File: config.mk
export PLATFORM = sky130hd
export DESIGN_NAME = key_hash_group_router_top
export DESIGN_NICKNAME = d
export VERILOG_FILES = /design/src/design/khgr_pkg.sv /design/src/design/key_hash_group_router_top.sv /design/src/design/khgr_mul.sv /design/src/design/khgr_mod.sv
export SDC_FILE = /design/constraint.sdc
export NUM_CORES = 1
export LEC_CHECK = 0
export BUFFER_PORTS_ARGS = -buffer_cell sky130_fd_sc_hd__clkbuf_2
export CAP_MARGIN = 20
export CORE_MARGIN = 4
export CORE_UTILIZATION = 45
export CTS_BUF_LIST = sky130_fd_sc_hd__clkbuf_8
export CTS_CLUSTER_SIZE = 24
export DETAILED_ROUTE_END_ITERATION = 6
export HOLD_SLACK_MARGIN = 0.02
export PLACE_DENSITY = 0.7
export SYNTH_ARGS = -nofsm -noshare
export SYNTH_HDL_FRONTEND = slang
export SYNTH_HIERARCHICAL = 1
export SYNTH_SLANG_ARGS = --single-unit
File: constraint.sdc
create_clock -name clk -period 5.9 [get_ports clk]
set_input_delay 0.885 -clock clk [delete_from_list [all_inputs] [get_ports clk]]
set_output_delay 0.885 -clock clk [all_outputs]
set_load 0.02 [all_outputs]
File: src/design/khgr_pkg.sv
// Package for the key hash group router.
// Holds field widths, the hash seed, request kind codes and the controller state type.
// No dependencies.
package khgr_pkg;

	localparam int KIND_W  = 2;
	localparam int BYTE_W  = 8;
	localparam int GRP_W   = 15;
	localparam int HASH_W  = 17;
	localparam int MULT_W  = BYTE_W + 1;
	localparam int PROD_W  = HASH_W + MULT_W;

	localparam logic [HASH_W-1:0] HASH_SEED = 17'd104729;

	localparam logic [KIND_W-1:0] KIND_CREATE = 2'd0;
	localparam logic [KIND_W-1:0] KIND_DELETE = 2'd1;

	typedef enum logic [1:0] {
		ST_IDLE,
		ST_MUL,
		ST_MOD,
		ST_DONE
	} state_t;

endpackage

File: src/design/key_hash_group_router_top.sv
// Key hash group router: one key byte per item, one result per finished key.
// A nonzero byte stalls the input while it passes through the multiplier and then the remainder unit;
// a last byte then also waits until the output register is free and loads its result into it.
// An empty key or a last zero byte passes through the remainder unit only, then loads the output;
// other zero bytes do not stall the input. A result waits in the output register while the next item
// is accepted. Reset clears the control state, sets the hash to its seed and group_count to 1.
module key_hash_group_router_top (
	input  logic                          clk,
	input  logic                          arst_n,
	input  logic                          cfg_wr_en,
	input  logic [khgr_pkg::GRP_W-1:0]    cfg_wr_data,
	input  logic                          in_valid,
	output logic                          in_stall,
	input  logic [khgr_pkg::KIND_W-1:0]   request_kind,
	input  logic [khgr_pkg::BYTE_W-1:0]   key_byte,
	input  logic [khgr_pkg::BYTE_W-1:0]   bytes_after,
	input  logic                          first_byte,
	input  logic                          last_byte,
	input  logic                          empty_key,
	output logic                          out_valid,
	input  logic                          out_stall,
	output logic                          broadcast_all,
	output logic [khgr_pkg::GRP_W-1:0]    group
);
	import khgr_pkg::*;

	state_t              state_q;
	state_t              state_d;
	logic [GRP_W-1:0]    group_count_q;
	logic [GRP_W-1:0]    eff_groups;
	logic [HASH_W-1:0]   hash_q;
	logic [KIND_W-1:0]   kind_q;
	logic                emit_q;
	logic                upd_q;
	logic                out_valid_q;
	logic                bcast_q;
	logic [GRP_W-1:0]    group_q;

	logic                in_acc;
	logic                restart;
	logic                use_mul;
	logic                do_emit;
	logic [HASH_W-1:0]   start_hash;
	logic [MULT_W-1:0]   mult_in;
	logic                mul_start;
	logic                mul_done;
	logic [PROD_W-1:0]   product;
	logic                mod_start;
	logic                mod_done;
	logic [PROD_W-1:0]   mod_value;
	logic [GRP_W-1:0]    remainder;
	logic                out_free;
	logic                out_load;
	logic                is_bcast;

	assign eff_groups = (group_count_q == '0) ? GRP_W'(1) : group_count_q;
	assign in_acc     = in_valid && !in_stall;
	assign restart    = empty_key || first_byte;
	assign use_mul    = !empty_key && (key_byte != '0);
	assign do_emit    = empty_key || last_byte;
	assign start_hash = restart ? HASH_SEED : hash_q;
	assign mult_in    = MULT_W'(key_byte) + MULT_W'(bytes_after);
	assign mod_value  = mul_done ? product : PROD_W'(start_hash);
	assign out_free   = !out_valid_q || !out_stall;
	assign is_bcast   = (kind_q == KIND_CREATE) || (kind_q == KIND_DELETE);

	khgr_mul u_mul (
		.clk     (clk),
		.arst_n  (arst_n),
		.start   (mul_start),
		.mcand   (start_hash),
		.mplier  (mult_in),
		.done    (mul_done),
		.product (product)
	);

	khgr_mod u_mod (
		.clk       (clk),
		.arst_n    (arst_n),
		.start     (mod_start),
		.value     (mod_value),
		.divisor   (eff_groups),
		.done      (mod_done),
		.remainder (remainder)
	);

	always_comb begin
		state_d = state_q;
		case (state_q)
			ST_IDLE: begin
				if (in_valid) begin
					if (use_mul) begin
						state_d = ST_MUL;
					end else if (do_emit) begin
						state_d = ST_MOD;
					end
				end
			end
			ST_MUL: begin
				if (mul_done) begin
					state_d = ST_MOD;
				end
			end
			ST_MOD: begin
				if (mod_done) begin
					state_d = emit_q ? ST_DONE : ST_IDLE;
				end
			end
			ST_DONE: begin
				if (out_free) begin
					state_d = ST_IDLE;
				end
			end
			default: state_d = ST_IDLE;
		endcase
	end

	always_comb begin
		in_stall  = 1'b1;
		mul_start = 1'b0;
		mod_start = 1'b0;
		out_load  = 1'b0;
		case (state_q)
			ST_IDLE: begin
				in_stall  = 1'b0;
				mul_start = in_valid && use_mul;
				mod_start = in_valid && !use_mul && do_emit;
			end
			ST_MUL: begin
				mod_start = mul_done;
			end
			ST_MOD: begin
			end
			ST_DONE: begin
				out_load = out_free;
			end
			default: begin
			end
		endcase
	end

	always_ff @(posedge clk or negedge arst_n) begin
		if (!arst_n) begin
			state_q       <= ST_IDLE;
			group_count_q <= GRP_W'(1);
			hash_q        <= HASH_SEED;
			kind_q        <= KIND_CREATE;
			out_valid_q   <= 1'b0;
		end else begin
			state_q <= state_d;
			if (cfg_wr_en) begin
				group_count_q <= cfg_wr_data;
			end
			if (in_acc) begin
				if (restart) begin
					hash_q <= HASH_SEED;
					kind_q <= request_kind;
				end
			end else if (mod_done && upd_q) begin
				hash_q <= HASH_W'(remainder);
			end
			if (out_load) begin
				out_valid_q <= 1'b1;
			end else if (!out_stall) begin
				out_valid_q <= 1'b0;
			end
		end
	end

	always_ff @(posedge clk) begin
		if (in_acc) begin
			emit_q <= do_emit;
			upd_q  <= use_mul;
		end
		if (out_load) begin
			bcast_q <= is_bcast;
			group_q <= is_bcast ? '0 : remainder + GRP_W'(1);
		end
	end

	assign out_valid     = out_valid_q;
	assign broadcast_all = bcast_q;
	assign group         = group_q;

endmodule

File: src/design/khgr_mul.sv
// Bit-serial multiplier for the key hash group router.
// Takes one multiplier bit per cycle, most significant first; depends on khgr_pkg.
module khgr_mul (
	input  logic                         clk,
	input  logic                         arst_n,
	input  logic                         start,
	input  logic [khgr_pkg::HASH_W-1:0]  mcand,
	input  logic [khgr_pkg::MULT_W-1:0]  mplier,
	output logic                         done,
	output logic [khgr_pkg::PROD_W-1:0]  product
);
	import khgr_pkg::*;

	localparam int CNT_W = $clog2(MULT_W + 1);
	localparam logic [CNT_W-1:0] LAST_STEP = CNT_W'(MULT_W - 1);

	logic                busy_q;
	logic                done_q;
	logic [CNT_W-1:0]    cnt_q;
	logic [HASH_W-1:0]   mcand_q;
	logic [MULT_W-1:0]   mplier_q;
	logic [PROD_W-1:0]   acc_q;
	logic [PROD_W-1:0]   addend;

	assign addend  = mplier_q[MULT_W-1] ? PROD_W'(mcand_q) : '0;
	assign product = acc_q;
	assign done    = done_q;

	always_ff @(posedge clk or negedge arst_n) begin
		if (!arst_n) begin
			busy_q <= 1'b0;
			done_q <= 1'b0;
			cnt_q  <= '0;
		end else if (start) begin
			busy_q <= 1'b1;
			done_q <= 1'b0;
			cnt_q  <= '0;
		end else begin
			done_q <= busy_q && (cnt_q == LAST_STEP);
			if (busy_q) begin
				cnt_q <= cnt_q + 1'b1;
				if (cnt_q == LAST_STEP) begin
					busy_q <= 1'b0;
				end
			end
		end
	end

	always_ff @(posedge clk) begin
		if (start) begin
			mcand_q  <= mcand;
			mplier_q <= mplier;
			acc_q    <= '0;
		end else if (busy_q) begin
			acc_q    <= {acc_q[PROD_W-2:0], 1'b0} + addend;
			mplier_q <= {mplier_q[MULT_W-2:0], 1'b0};
		end
	end

endmodule

File: src/design/khgr_mod.sv
// Bit-serial restoring remainder unit for the key hash group router.
// Reduces its input value modulo the group count one bit per cycle; depends on khgr_pkg.
module khgr_mod (
	input  logic                         clk,
	input  logic                         arst_n,
	input  logic                         start,
	input  logic [khgr_pkg::PROD_W-1:0]  value,
	input  logic [khgr_pkg::GRP_W-1:0]   divisor,
	output logic                         done,
	output logic [khgr_pkg::GRP_W-1:0]   remainder
);
	import khgr_pkg::*;

	localparam int CNT_W = $clog2(PROD_W + 1);
	localparam logic [CNT_W-1:0] LAST_STEP = CNT_W'(PROD_W - 1);

	logic                busy_q;
	logic                done_q;
	logic [CNT_W-1:0]    cnt_q;
	logic [PROD_W-1:0]   val_q;
	logic [GRP_W-1:0]    div_q;
	logic [GRP_W-1:0]    rem_q;
	logic [GRP_W:0]      trial;
	logic [GRP_W:0]      diff;

	assign trial     = {rem_q, val_q[PROD_W-1]};
	assign diff      = trial - {1'b0, div_q};
	assign remainder = rem_q;
	assign done      = done_q;

	always_ff @(posedge clk or negedge arst_n) begin
		if (!arst_n) begin
			busy_q <= 1'b0;
			done_q <= 1'b0;
			cnt_q  <= '0;
		end else if (start) begin
			busy_q <= 1'b1;
			done_q <= 1'b0;
			cnt_q  <= '0;
		end else begin
			done_q <= busy_q && (cnt_q == LAST_STEP);
			if (busy_q) begin
				cnt_q <= cnt_q + 1'b1;
				if (cnt_q == LAST_STEP) begin
					busy_q <= 1'b0;
				end
			end
		end
	end

	always_ff @(posedge clk) begin
		if (start) begin
			val_q <= value;
			div_q <= divisor;
			rem_q <= '0;
		end else if (busy_q) begin
			val_q <= {val_q[PROD_W-2:0], 1'b0};
			if (trial >= {1'b0, div_q}) begin
				rem_q <= diff[GRP_W-1:0];
			end else begin
				rem_q <= trial[GRP_W-1:0];
			end
		end
	end

endmodule

==> results.cfg <==
[sta]
rsz0062_at_grt = no
maxClockFrequency_mhz = 308.1
slew_viol_final = 0
timing.slew.headroom_pct = 25.74
post-route-min-period_ns = 3.245
period_share_pct = 55.01
worst_hold_slack_ns = 0.4824
finalSetupViolations = 0
fin_tns_setup_ns = 0
worst_slew_pin_slew_ns = 1.110
hold_viol = 0
finClkSkew_ns = 0.01628

[logic_synthesis]
synth-xor-area-share_pct = 3.871
ys_seq_area_share_pct = 47.40
synth-compound-area-share_pct = 13.83
synth_top_family_by_area = simple AND/OR/NAND/NOR gates
synth-seq-cells = 175
synth_warnings = 6
synth_fp_nets = 977
synth_top_area_cell = edfxtp_1
synthMuxAreaShare_pct = 9.286
synthArstFlopShare_pct = 28.00
ys.flop_type = edfxtp_1
yosys.area_share.adder_pct = 6.277
synthSimpleGateAreaFrac_pct = 15.67
synth_cell_types = 90
synth_top_cells_by_area = edfxtp_1 26%, dfrtp_1 10%, dfxtp_1 8.4%
synth_edf_count = 85
netlist_instances = 889
syn-cell-area_sq_mm = 0.009728
synth_area_per_cell_sq_um = 10.94
synth_top_area_share_pct = 26.24

[final_layout]
final_nets = 1007
drive_gt1_share_pct = 22.00
instances_no_fill = 1207
num_antenna_cells = 0
final_common_cell = edfxtp_1
areaGrowthSynthToFinish_pct = 8.784
mostFrequentLayoutCells = 85 x edfxtp_1, 72 x nor2_1, 66 x mux2_2

[floorplanning]
die_y_microns = 155.0
core_region_area_sq_mm = 0.02115
start_util_pct = 45.99
dieWidth_microns = 155.0
rows = 53
dieArea_sq_mm = 0.02403
ios = 59

[drt]
drc = 0
viasPerCell = 5.593
drt_iter0_drc = 476
routed_wl_microns = 20130
ant_nets = 0
num_vias = 6751
dr.pass1.iters = 5
post_drt_wl_per_cell_microns = 16.68

[global_routing]
grt_overflow_total = 0
grt_pass1_wl_microns = 33110
grt_start_max_net_pins = 57
grt_usage_pct = 17.09
grt_pass1_vias = 6448
antenna_found_initial = 0

[clock_tree]
clock-sinks = 175
cts_tree = yes
clk_latency_ns = 0.46
h-tree-depth = 4
hold_buffers = 0
clk_path_buf_depth = 2
cts_buffers = 17
cts_setup_buffers = 0
clk_pin_slew_ns = 0.10
cts_resized = 0
cts_root_buf = clkbuf_8

[worst_setup_path]
critPathLaunchType = primary input
critical-path-slowest-cell = or4_1
setup.worst_path.class = primary input to flip-flop
critical_path.cell_chain = clkbuf_2, or4_1, o31ai_1, o2bb2ai_4, buf_4, inv_1, and3_1, a22oi_1, o31ai_1
cp-end-kind = flip-flop
cp_max_fo = 56
crit_top_cell = o31ai_1
slowest_delay_ns = 0.60
cp_num_buf_inv = 3
cp_top_family = buffers and inverters
required_ns = 6.24
arrival_ns = 3.58

[power]
combPwrFrac_pct = 46.0
power.share.sequential_pct = 39.2
swShare_pct = 41.72
power.density_mw_per_mm2 = 515.2
p_switching_mw = 2.275
power_mw = 5.452
leakagePower_nw = 4.270
ir_worst_vdd_uv = 253.1
internal_power_mw = 3.177
clock_power_share_pct = 14.8

[run_status]
outcome = complete, no violations

[place]
dp_cells = 1174
io_buffers = 57
dp_hpwl_microns = 14250
gp_congestion = 0.8251

[job]
cap_viol_max_count = 0

[worst_hold_path]
hold_class = flip-flop to flip-flop
cell usage after synthesis (10+ instances only):
cell	n
edfxtp_1	85
nor2_1	72
mux2_2	66
nand2_1	58
ha_1	44
and2_1	42
dfxtp_1	41
dfrtp_1	40
clkbuf_1	34
a21oi_1	31
inv_1	31
nand3_1	27
o21ai_0	24
xnor2_1	23
xor2_1	20
mux2i_1	16
nand4_1	13
or3_1	12
a211oi_1	10
a21o_1	10
power by group through the flow:
stage / registers (mW) / logic (mW) / clock network, mW
after floorplan: 2.01 / 2.07 / 0
after global placement: 2.17 / 2.41 / 0
after detailed placement: 2.17 / 2.47 / 0
after CTS: 2.15 / 2.48 / 0.833
after global routing: 2.19 / 2.81 / 0.886
final: 2.14 / 2.51 / 0.807
cells by family (layout without fill, tap and decap cells):
kind of cell	count (synthesis)	count (layout)
buf+inv	82	125
mux	82	82
xor+xnor	43	43
compound gates	171	171
simple gates	289	289
flops	175	175
fa+ha+maj	47	47
area by class of cell:
class,instances,area (sq um)
multi-input cells,632,4787
clock buffers,17,234.0
well taps,275,344.1
flip-flops and latches,175,4611
inverters,31,116.4
clock inverters,15,147.6
fillers,1891,10570
repair buffers,62,342.8
through the flow:
stage / setup slack [ns] / utilization (%) / instance area [sq um]
2_1_floorplan: 1.894 / - / 9728
3_3_place_gp: 2.192 / 48.09 / 10170
3_5_place_dp: 2.193 / 48.09 / 10170
4_1_cts: 2.679 / 49.90 / 10560
5_1_grt: 2.437 / 50.03 / 10580
6_report: 2.655 / 50.03 / 10580
path summary, 6_finish.rpt:
check | slack, ns | start | endpoint | cells past startpoint
worst max register to register | 2.85 | u_mul/mplier_q[8] | u_mul/product[17] | 9
max in group asynchronous | 4.95 | arst_n | hash_q[7] | 2
worst min register to register | 0.48 | group_count_q[2] | u_mod/div_q[2] | 0
worst max-delay path | 2.65 | key_byte[4] | u_mod/remainder[13] | 9
worst min-delay path | 0.48 | group_count_q[2] | u_mod/div_q[2] | 0
min in group asynchronous | 0.51 | arst_n | group_count_q[14] | 2
per-layer routing:
metal  routed length (microns)  vias to the layer above  global-route usage [%]
li1                          -                     3327                       -
met1                      9584                     3273                   23.97
met2                      9488                      133                   27.69
met3                       802                       18                   3.477
met4                       252                        0                   3.490
met5                         0                        -                       0
flip-flops by register name (all words and copies together) (netlist names):
name and cells:
broadcast_all 1, emit_q 1, group 15, group_count_q 15
hash_q 17, kind_q 1, out_valid 1, state_q 2
u_mod/busy_q 1, u_mod/cnt_q 5, u_mod/div_q 15, u_mod/done 1
u_mod/remainder 15, u_mod/val_q 26, u_mul/busy_q 1, u_mul/cnt_q 4
u_mul/done 1, u_mul/mcand_q 17, u_mul/mplier_q 9, u_mul/product 26
upd_q 1
(Power assumes the default switching activity.)
